### src/design/lisq_pkg.sv
// Shared types and codes for the log index / sequence number map queue.
// Holds the channel payload structs, command and status codes, and FSM states.
// No dependencies.
`timescale 1ns / 1ps
`default_nettype none

package lisq_pkg;

  localparam int unsigned LOG_W   = 63;
  localparam int unsigned SEQ_W   = 56;
  localparam int unsigned COUNT_W = 11;
  localparam int unsigned MASK_W  = 20;

  // Command codes on the request channel
  localparam logic [1:0] CMD_APPEND = 2'd0;
  localparam logic [1:0] CMD_LOOKUP = 2'd1;
  localparam logic [1:0] CMD_PURGE  = 2'd2;

  // Status codes on the response channel
  localparam logic [1:0] ST_DONE = 2'd0;
  localparam logic [1:0] ST_SKIP = 2'd1;
  localparam logic [1:0] ST_FULL = 2'd2;

  typedef struct packed {
    logic [1:0]       cmd;
    logic [LOG_W-1:0] log_idx;
    logic [SEQ_W-1:0] seq_number;
  } req_t;

  typedef struct packed {
    logic [1:0]         status;
    logic [LOG_W-1:0]   found_index;
    logic [COUNT_W-1:0] entry_count;
  } rsp_t;

  // Operation class decided by the front end
  typedef enum logic [2:0] {
    K_APPEND,
    K_SKIP,
    K_LOOKUP,
    K_PURGE,
    K_NOP
  } kind_t;

  typedef struct packed {
    kind_t            kind;
    logic [LOG_W-1:0] log_idx;
    logic [SEQ_W-1:0] seq_number;
  } job_t;

  // Back-end sequencer states
  typedef enum logic [3:0] {
    S_IDLE,
    S_LK_FIRST,
    S_LK_LAST,
    S_BS_ISSUE,
    S_BS_CMP,
    S_FIX,
    S_FOUND,
    S_PG_ISSUE,
    S_PG_CHK,
    S_RESULT
  } state_t;

endpackage

`default_nettype wire

### src/design/lisq_front.sv
// Front end: accepts request items, classifies them and queues jobs.
// Depends on lisq_pkg for the request and job types.
`timescale 1ns / 1ps
`default_nettype none

module lisq_front import lisq_pkg::*; (
  input  wire logic              clk,
  input  wire logic              rst,
  input  wire logic              req_valid,
  output logic                   req_stall,
  input  wire req_t              req,
  input  wire logic [MASK_W-1:0] sample_mask,
  output logic                   job_valid,
  input  wire logic              job_pop,
  output job_t                   job
);

  job_t       fifo [2];
  logic       wr_ptr;
  logic       rd_ptr;
  logic [1:0] fill;
  logic       push;
  job_t       cls;

  // Classify: sampling check on appends, unused command becomes a no-op
  always_comb begin
    cls.log_idx    = req.log_idx;
    cls.seq_number = req.seq_number;
    unique case (req.cmd)
      CMD_APPEND: begin
        if ((req.log_idx[MASK_W-1:0] & sample_mask) != '0) cls.kind = K_SKIP;
        else cls.kind = K_APPEND;
      end
      CMD_LOOKUP: cls.kind = K_LOOKUP;
      CMD_PURGE:  cls.kind = K_PURGE;
      default:    cls.kind = K_NOP;
    endcase
  end

  assign req_stall = (fill == 2'd2);
  assign push      = req_valid && !req_stall;
  assign job_valid = (fill != 2'd0);
  assign job       = fifo[rd_ptr];

  // Queue storage
  always_ff @(posedge clk) begin
    if (push) fifo[wr_ptr] <= cls;
  end

  // Queue pointers
  always_ff @(posedge clk) begin
    if (rst) begin
      wr_ptr <= 1'b0;
      rd_ptr <= 1'b0;
      fill   <= 2'd0;
    end else begin
      if (push) wr_ptr <= !wr_ptr;
      if (job_pop) rd_ptr <= !rd_ptr;
      fill <= fill + {1'b0, push} - {1'b0, job_pop};
    end
  end

endmodule

`default_nettype wire

### config.mk
export PLATFORM = sky130hd
export DESIGN_NAME = lisq_front
export DESIGN_NICKNAME = d
export VERILOG_FILES = /design/src/design/lisq_pkg.sv /design/src/design/lisq_front.sv
export SDC_FILE = /design/constraint.sdc
export NUM_CORES = 1
export LEC_CHECK = 0
export BUFFER_PORTS_ARGS = -buffer_cell sky130_fd_sc_hd__buf_2
export CAP_MARGIN = 20
export CORE_MARGIN = 2
export CORE_UTILIZATION = 43
export CTS_BUF_LIST = sky130_fd_sc_hd__clkbuf_16
export CTS_CLUSTER_DIAMETER = 120
export CTS_CLUSTER_SIZE = 40
export DETAILED_ROUTE_END_ITERATION = 8
export GPL_TIMING_DRIVEN = 1
export PLACE_DENSITY = 0.74
export SKIP_CTS_REPAIR_TIMING = 1
export SLEW_MARGIN = 10
export SYNTH_ARGS = -nofsm -noshare
export SYNTH_HDL_FRONTEND = slang
export SYNTH_SLANG_ARGS = --single-unit
### constraint.sdc
create_clock -name clk -period 8.5 [get_ports clk]
set_input_delay 0.425 -clock clk [delete_from_list [all_inputs] [get_ports clk]]
set_output_delay 0.425 -clock clk [all_outputs]
set_load 0.01 [all_outputs]
; ---- Word-level counts from Yosys, hierarchy flattened
; Memories as Yosys holds them, arrays and structs flattened. A register that Yosys moved wholly into a read port is not among the register bits.
; Cells that the tools add are included.
[classes]
eq_ne = 3
n_mux = 6
n_bitwise = 1
reduce_logical = 7
n_addsub = 2
[ops]
columns = op, n
row1 = bitwise AND 20 bit, 1
row2 = nonzero test 20 bit, 1
row3 = case mux 3 bit (3 select lines), 1
row4 = two-way mux 1 bit, 5
row5 = "equality test 2 bit, second input constant", 2
row6 = zero test 1 bit, 3
row7 = adder 2 x 1 -> 2 bit, 1
row8 = "equality test 2 x 1 -> 1 bit, second input constant", 1
row9 = zero test 2 bit, 1
row10 = nonzero test 2 bit, 1
row11 = subtractor 2 x 1 -> 2 bit, 1
row12 = logical AND 1 bit, 1
[totals]
ramBits = 244
out_inout_bits = 124
mem_count = 1
word_cells = 23
reg_bits = 4
in_bits = 145
[memory_table]
columns = memory, depth, word_bits, rd, rd_clocked_by_memory_dff, write_ports, line
row1 = fifo, 2, 122, 1, 1, 1, lisq_front.sv:18  ; job_t fifo [2];

; ---- Logic depth before layout (Yosys ltp)
; Gate-level depths: netlist (run 1).
[logic_depth]
depth_word = 5
ltp_mapped = 8
mapped_depth_nobuf = 8

; ---- Least setup slack after synthesis (run 1)
; OpenSTA, ideal clock, no wires.
[synth_timing]
kind = reg-to-reg
start = reg fill[0]
end = mem fifo[0][0] (netlist name) (enable)
path_buffers = 0
setup_time_ps = 604
required_ps = 7896
arrival_ps = 5624
path_stages_with_launch = 4
path_slack_ps = 2271
period_less_slack_ps = 6229
path_cell_list = dfxtp_1 -> nand2b_1 -> nand2_1 -> nor2_1
[synth_via]
elab_chain_cells = 5
[synth_rtl]
columns = item, line
row1 = start: declaration, lisq_front.sv:21  ; logic [1:0] fill;
row2 = start signal: assignment, lisq_front.sv:59  ; fill <= fill + {1'b0, push} - {1'b0, job_pop};
row3 = equality test 2 bit, lisq_front.sv:40  ; assign req_stall = (fill == 2'd2);
row4 = zero test 1 bit, lisq_front.sv:41  ; assign push = req_valid && !req_stall;
row5 = logical AND 1 bit, lisq_front.sv:41
row6 = two-way mux 1 bit, lisq_front.sv:47  ; if (push) fifo[wr_ptr] <= cls;
row7 = two-way mux 1 bit (not written as such), lisq_front.sv:47
row8 = end: declaration, lisq_front.sv:18
; Every way passes these cells.

==> results by group, run 1 <==
Run status
  – Status: complete, no violations

Detailed routing
  – Via count: 4,742
  – DRC viols: 0
  – Vias per Instance: 4.89
  – Initial DRC count: 162
  – WL/cell: around 18 µm
  – First-pass detailed-route iteration total: 6
  – Routed Antenna Nets: 0
  – Total wire length: about 17,000 µm

Power and ir drop
  – Power density over cell area: ~250 mW/mm²
  – Sw Pwr: ~690 µW
  – Logic pwr share: 18.8%
  – Pint: 2040 µW
  – Sw Ratio: between 20 and 30%
  – Clock Power Share: 21.8%
  – Worst ir drop on vdd: approximately 0.2 mV
  – Part of the power in registers: roughly three fifths
  – Overall Power: about 2700 µW
  – Leakage Power: between 0.004 and 0.005 µW

STA
  – Worst Tran Pin Value: roughly 900 ps
  – Worst rel slew slack: around two fifths
  – Peak Freq: ~310 MHz
  – Slew Limit Fails: 0
  – Setup_tns: 0 ps
  – RSZ-0062 raised after global routing: no
  – Skew final: between 20 and 25 ps
  – Hold Slack: roughly 120 ps
  – Hold Vio Cnt, Final: 0
  – Post-route clock period utilization: slightly below 40%
  – Minimum clock period: approximately 3300 ps
  – Final setup violation count: 0

Yosys
  – #FFs+latches synth: 249
  – Share of the synthesized area in the top cell type: about four fifths
  – Most frequent cells after synthesis: edfxtp_1, mux2_2, buf_6, mux2_4
  – Ys flop type: edfxtp_1
  – Distinct cells, synth: 24
  – Register area share after synthesis: 80.4%
  – Post-synth EDFFs: around 240
  – Async S/R FF share, synth: 0%
  – Post-Syn Area: 0.00923 mm²
  – Syn_area_per_cell: between 20 and 25 µm²
  – Leading area contributor after synthesis: edfxtp_1
  – Mapped Nets: between 500 and 600
  – Top post-synthesis cells by area: edfxtp_1, mux2_2, mux2_4, buf_6, dfxtp_1
  – Most frequent cell after synthesis: edfxtp_1
  – Cells after synthesis: 421
  – Synth warn: 0

Finish
  – Share of cells above drive strength 1: about three fifths
  – Finished Layout Cells: just under 1,000
  – P&R area growth vs syn: 20.9%
  – Util after Layout: approximately 53%
  – ANT cells: 0
  – Final net count: 840

Global routing
  – Gr usage total: about 15%
  – Largest net degree at the start of global routing: between 60 and 70
  – Vias in the first global route: roughly 5,000
  – Global-route wire length before repair: about 25,000 µm
  – GRT overflow: 0
  – Initial antenna violation count: 0

Setup path
  – Slowest cell on crit path: dfxtp_4
  – WP data arrival: between 2000 and 3000 ps
  – Crit path buf inv count: 2
  – CP endpoint kind: output pin
  – Kind of critical path: reg -> out
  – CP cell instances: buf_4 > mux2_2 > buf_2
  – Max FO, Critical Path: 64
  – WP data required: a little over 8000 ps
  – Delay-heaviest family, CP: buffers and inverters
  – Setup crit start kind: register
  – CP max stage delay: 900 ps

Clock network
  – CTS clk-pin slew, worst paths: between 100 and 150 ps
  – H-tree Lvls: 1
  – Root Buffer: clkbuf_16
  – CTS tree: done
  – Clk_lat worst skew: between 400 and 500 ps
  – # clock sinks: 249
  – Clk buf depth: 3
  – CTS Buf Count: 10

Min path
  – HP Class: in -> reg

Floorplanning
  – Core Box Area: ~0.021 mm²
  – # rows: between 50 and 60
  – Die height: roughly 150 µm
  – DIE WIDTH: 151 µm
  – I/O pin count: ~270
  – Die ar.: approximately 0.023 mm²
  – Initial Util: 43.9%

Placement
  – GP Congestion: 0.765
  – Inst Count DP: 954
  – Final HPWL DP: between 10,000 and 15,000 µm
  – # port buffers: 268

Flow run
  – Number of max-cap violations: 0
==> power by group through the flow <==
stage	Combinational, µW	Clock (µW)	Sequential (µW)
after global placement	513	0	1650
final	514	596	1620
after detailed placement	523	0	1660
after global routing	561	655	1640
after floorplan	319	0	1660
after CTS	526	619	1630
==> final timing paths <==
kind                 start          end  slack (ps)  depth (start not counted)
setup / recovery  register      job[74]        5230                          3
hold / removal     req[16]  fifo[0][16]         120                          1
setup reg to reg   fill[0]  fifo[1][21]        6010                          3
hold reg to reg     rd_ptr       rd_ptr         540                          2
==> sequential cells by signal (all words and copies together), names as in the netlist, named ones only <==
signal / flops
fifo: 244
rd_ptr: 1
fill: 2
wr_ptr: 1
==> per-layer routing <==
layer	track usage, %	vias up	part of all wire (%)
li1	-	2196	-
met3	3.45	21	6.9
met4	3.58	0	2.1
met1	17.4	2339	39
met5	0	-	0
met2	26.4	186	52
==> kinds of logic after synthesis <==
| group | synth area share (%) |
|---|---|
| DFF | 80.4 |
| muxes | 15.2 |
| buffers and inverters | 1.53 |
| and+or+nand+nor | 0.678 |
| AOI/OAI and AO/OA | 1.22 |
| xor gates and xnor gates | 0.380 |
| adders and majority gates | 0.542 |
==> area by class of cell <==
class,count,area (µm²)
clock buffers,11,275
clock inverters,4,48.8
fillers,1689,9860
inverters,4,15.0
multi-input cells,154,1680
flip-flops and latches,249,7430
well taps,275,344
repair buffers,272,1370
==> placed cells by master (no fill, tap or decap), types with 2 or more instances in the layout <==
master / instances
inv_1: 6
buf_2: 268
a22o_1: 3
edfxtp_1: 244
xnor2_1: 2
mux2_2: 114
nand2_1: 2
nor2_1: 4
xor2_1: 2
buf_4: 4
clkbuf_16: 11
mux2_4: 8
a221oi_2: 3
ha_1: 4
dfxtp_1: 4
a22oi_1: 2
==> worst reg2reg max path, delay by kind of cell, from the launching register on <==
kind | cells | cell delay (ps)
AND/OR/NAND/NOR | 2 | 920
buffers and inverters | 1 | 800
flip-flops | 1 | 350
==> through the flow <==
stage | setup slack [ps] | instance area, µm²
after floorplan | 2270 | 9230
after global placement | 5760 | 10800
after detailed placement | 5720 | 10800
after CTS | 5170 | 11200
after global routing | 5050 | 11200
final | 5230 | 11200
Note: power is estimated with default switching activity, not from simulation.
==> run 2, diff against run 1 <==
ABC_AREA = 1   (was unset)
clock period = 3.1 ns   (was 8.5 ns; I/O delays follow)
==> run 2 against run 1 <==
  * Largest power group unchanged
  * Register-to-register slack lost 4700 ps
  * First-iteration DRC count grew 57%
  * Power grew to 2.6 times the previous value
  * Routed wire length grew 9.5%
  * Clock skew grew 9.7 ps
  * Combinational power grew to 2.6 times the previous value
  * Sequential share of layout area shrank 8.5 points
  * Critical path depth is the same
  * Sequential cell count is the same
==> results by group, run 2 <==
Run status
  – Status: complete, no violations

Clock network
  – Root Buffer: clkbuf_16
  – H-tree Lvls: 1 (unchanged)
  – Clk buf depth: 3 (unchanged)
  – Clk_lat worst skew: 480 ps (about the same)
  – CTS clk-pin slew, worst paths: 140 ps (about the same)
  – CTS tree: done
  – CTS Buf Count: 10 (unchanged)
  – # clock sinks: 249 (unchanged)

Finish
  – Finished Layout Cells: 1,133 (+17%)
  – Commonest non-fill, non-tap cells in the layout: buf_2, edfxtp_1, dlygate4sd3_1
  – ANT cells: 0 (unchanged)
  – Largest regs: fifo (244), fill (2)
  – Top reg by flops: fifo
  – P&R area growth vs syn: 34.1%
  – Util after Layout: 58.7% (+5.6 points)
  – Max FFs per register: 244 (unchanged)
  – Share of cells above drive strength 1: 48.8% (-11 points)
  – Final net count: 998 (+19%)
  – Commonest non-fill, non-tap cell in the layout: buf_2

Power and ir drop
  – Clock Power Share: 22.7% (+0.9 points)
  – Leakage Power: 0.00508 µW (+22%)
  – Part of the power in registers: 58.7% (-0.7 points)
  – Sw Ratio: 23.6% (-1.7 points)
  – Worst ir drop on vdd: 0.498 mV (+150%)
  – Sw Pwr: 1680 µW (+140%)
  – Power density over cell area: 555 mW/mm² (+130%)
  – Logic pwr share: 18.5% (-0.3 points)
  – Pint: 5420 µW (+170%)

Min path
  – Hold path start: req[119]
  – Hold endpoint: fifo[0][121]
  – WHS Path Cells: 2 (+1)
  – HP Class: in -> reg

STA
  – Skew final: 34.7 ps (+9.70 ps)
  – RSZ-0062 raised after global routing: no
  – Hold Slack: 24.6 ps (-98.2 ps)
  – Post-route setup slack: 773 ps (-4460 ps)
  – Setup_tns: 0 ps (unchanged)
  – Worst Tran Pin Value: 778 ps (-129 ps)
  – Minimum clock period: about 2300 ps
  – Slew Limit Fails: 0 (unchanged)
  – Hold Vio Cnt, Final: 0 (unchanged)
  – Final setup violation count: 0 (unchanged)
  – Peak Freq: approximately 430 MHz
  – Worst rel slew slack: 48.1% (+8.6 points)
  – Post-route clock period utilization: about three quarters

Setup path
  – FF-to-FF path depth: 4 (+1)
  – Worst flop-to-flop path startpoint: fill[1]
  – Setup crit start kind: register
  – WP data arrival: 2170 ps (-670 ps)
  – Slowest cell on crit path: dfxtp_4
  – CP endpoint kind: output pin
  – Delay-heaviest family, CP: flip-flops
  – CP cell instances: buf_4 > mux2_2 > buf_2
  – Max FO, Critical Path: 38 (-41%)
  – Worst R2R End: fifo[1][76]
  – Worst R2R Setup Slack: 1330 ps (-4680 ps)
  – CP max stage delay: 860 ps (-40 ps)
  – Crit path buf inv count: 2 (unchanged)
  – Kind of critical path: reg -> out
  – WP data required: 2940 ps (-5140 ps)

Yosys
  – Async S/R FF share, synth: 0% (unchanged)
  – Most frequent cell after synthesis: edfxtp_1
  – Ys flop type: edfxtp_1
  – Register area share after synthesis: 77.8% (-2.7 points)
  – Post-Syn Area: 0.00955 mm² (+3.4%)
  – #FFs+latches synth: 249 (unchanged)
  – Share of the synthesized area in the top cell type: 76.7% (-2.6 points)
  – Post-synth EDFFs: 244 (unchanged)
  – Synth warn: 0 (unchanged)
  – Distinct cells, synth: 17 (-29%)
  – Top post-synthesis cells by area: edfxtp_1, mux2_4, mux2_2, nand2_1, buf_6
  – Cells after synthesis: 451 (+7.1%)
  – Most frequent cells after synthesis: edfxtp_1, mux2_4, mux2_2, nand2_1, nor2_1
  – Leading area contributor after synthesis: edfxtp_1
  – Syn_area_per_cell: 21.2 µm² (-3.4%)
  – Mapped Nets: 600 (+5.3%)

Floorplanning
  – Core Box Area: 0.0218 mm² (+3.8%)
  – Die height: 153 µm (+1.7%)
  – # rows: 54 (+1.9%)
  – Initial Util: 43.8% (-0.16 points)
  – Die ar.: 0.0234 mm² (+3.3%)
  – DIE WIDTH: 153 µm (+1.7%)
  – I/O pin count: 269 (unchanged)

Global routing
  – Largest net degree at the start of global routing: 70 (+6.1%)
  – Global-route wire length before repair: 25,600 µm (+0.24%)
  – Initial antenna violation count: 0 (unchanged)
  – Vias in the first global route: 4,879 (-2.0%)
  – GRT overflow: 0 (unchanged)
  – Gr usage total: 13.8% (-0.78 points)

Placement
  – GP Congestion: 0.770 (+0.61%)
  – Pre-CTS WS: 1260 ps (-4460 ps)
  – # port buffers: 268 (unchanged)
  – Inst Count DP: 994 (+4.2%)
  – Final HPWL DP: 11,800 µm (-0.62%)

Detailed routing
  – Via count: 5,365 (+13%)
  – Routed Antenna Nets: 0 (unchanged)
  – First-pass detailed-route iteration total: 4 (-2)
  – Initial DRC count: 255 (+57%)
  – WL/cell: 16.7 µm (-6.4%)
  – Vias per Instance: 4.74 (-3.2%)
  – Total wire length: 18,900 µm (+9.5%)
  – DRC viols: 0 (unchanged)

Flow run
  – Number of max-cap violations: 0 (unchanged)
## run 2: cell type report
cell class	count	area (µm²)
multi-input combinational	182	1980
clock buffer	11	275
sequential	249	7430
tap	280	350
timing repair buffer	400	2700
fill	1621	9020
inverter	6	22.5
clock inverter	5	45.0
## run 2: stage by stage
step	power (µW)	area, µm²
finish	7100	12800
detailed placement	5450	11300
floorplan	4970	9570
global route	7410	12800
CTS	7050	11600
global placement	5420	11300
## run 2: kinds of logic (layout without fill, tap and decap cells)
kind of cell               Yosys count  in the layout  synth area share (%)
adders and majority gates            4              4                 0.524
AOI/OAI and AO/OA                    2              2                 0.170
and+or+nand+nor                     52             52                  2.16
muxes                              122            122                  17.5
buffers and inverters               20            422                  1.66
xor gates and xnor gates             2              2                 0.183
DFF                                249            249                  77.8
## run 2: worst register-to-register path: stages (launching register included)
cell and delay [ps]:
dfxtp_1 330, inv_1 120, o21ai_2 130, nor2_4 130, buf_4 600
## run 2: metal layers
metal / vias up / global-route usage, % / wire length (µm)
li1: 2520 / - / -
met1: 2613 / 16.4 / 7470
met2: 195 / 24.4 / 9780
met3: 37 / 3.94 / 1200
met4: 0 / 3.84 / 433
met5: - / 0 / 0
## run 2: power by group through the flow
stage / combinational [µW] / sequential (µW) / clock [µW]
finish: 1320 / 4170 / 1610
CTS: 1200 / 4180 / 1670
global placement: 1180 / 4240 / 0
global route: 1420 / 4200 / 1790
floorplan: 753 / 4220 / 0
detailed placement: 1200 / 4250 / 0
## run 2: worst max path at each step
stage	startpoint	endpoint	slack, ps	cells past startpoint
after detailed placement	register	job[14]	1260	3
after global placement	register	job[36]	1290	3
after global routing	register	job[5]	660	3
final	register	job[5]	770	3
after CTS	register	job[5]	720	3
after floorplan	fill[1]	fifo[1][0]	350	3
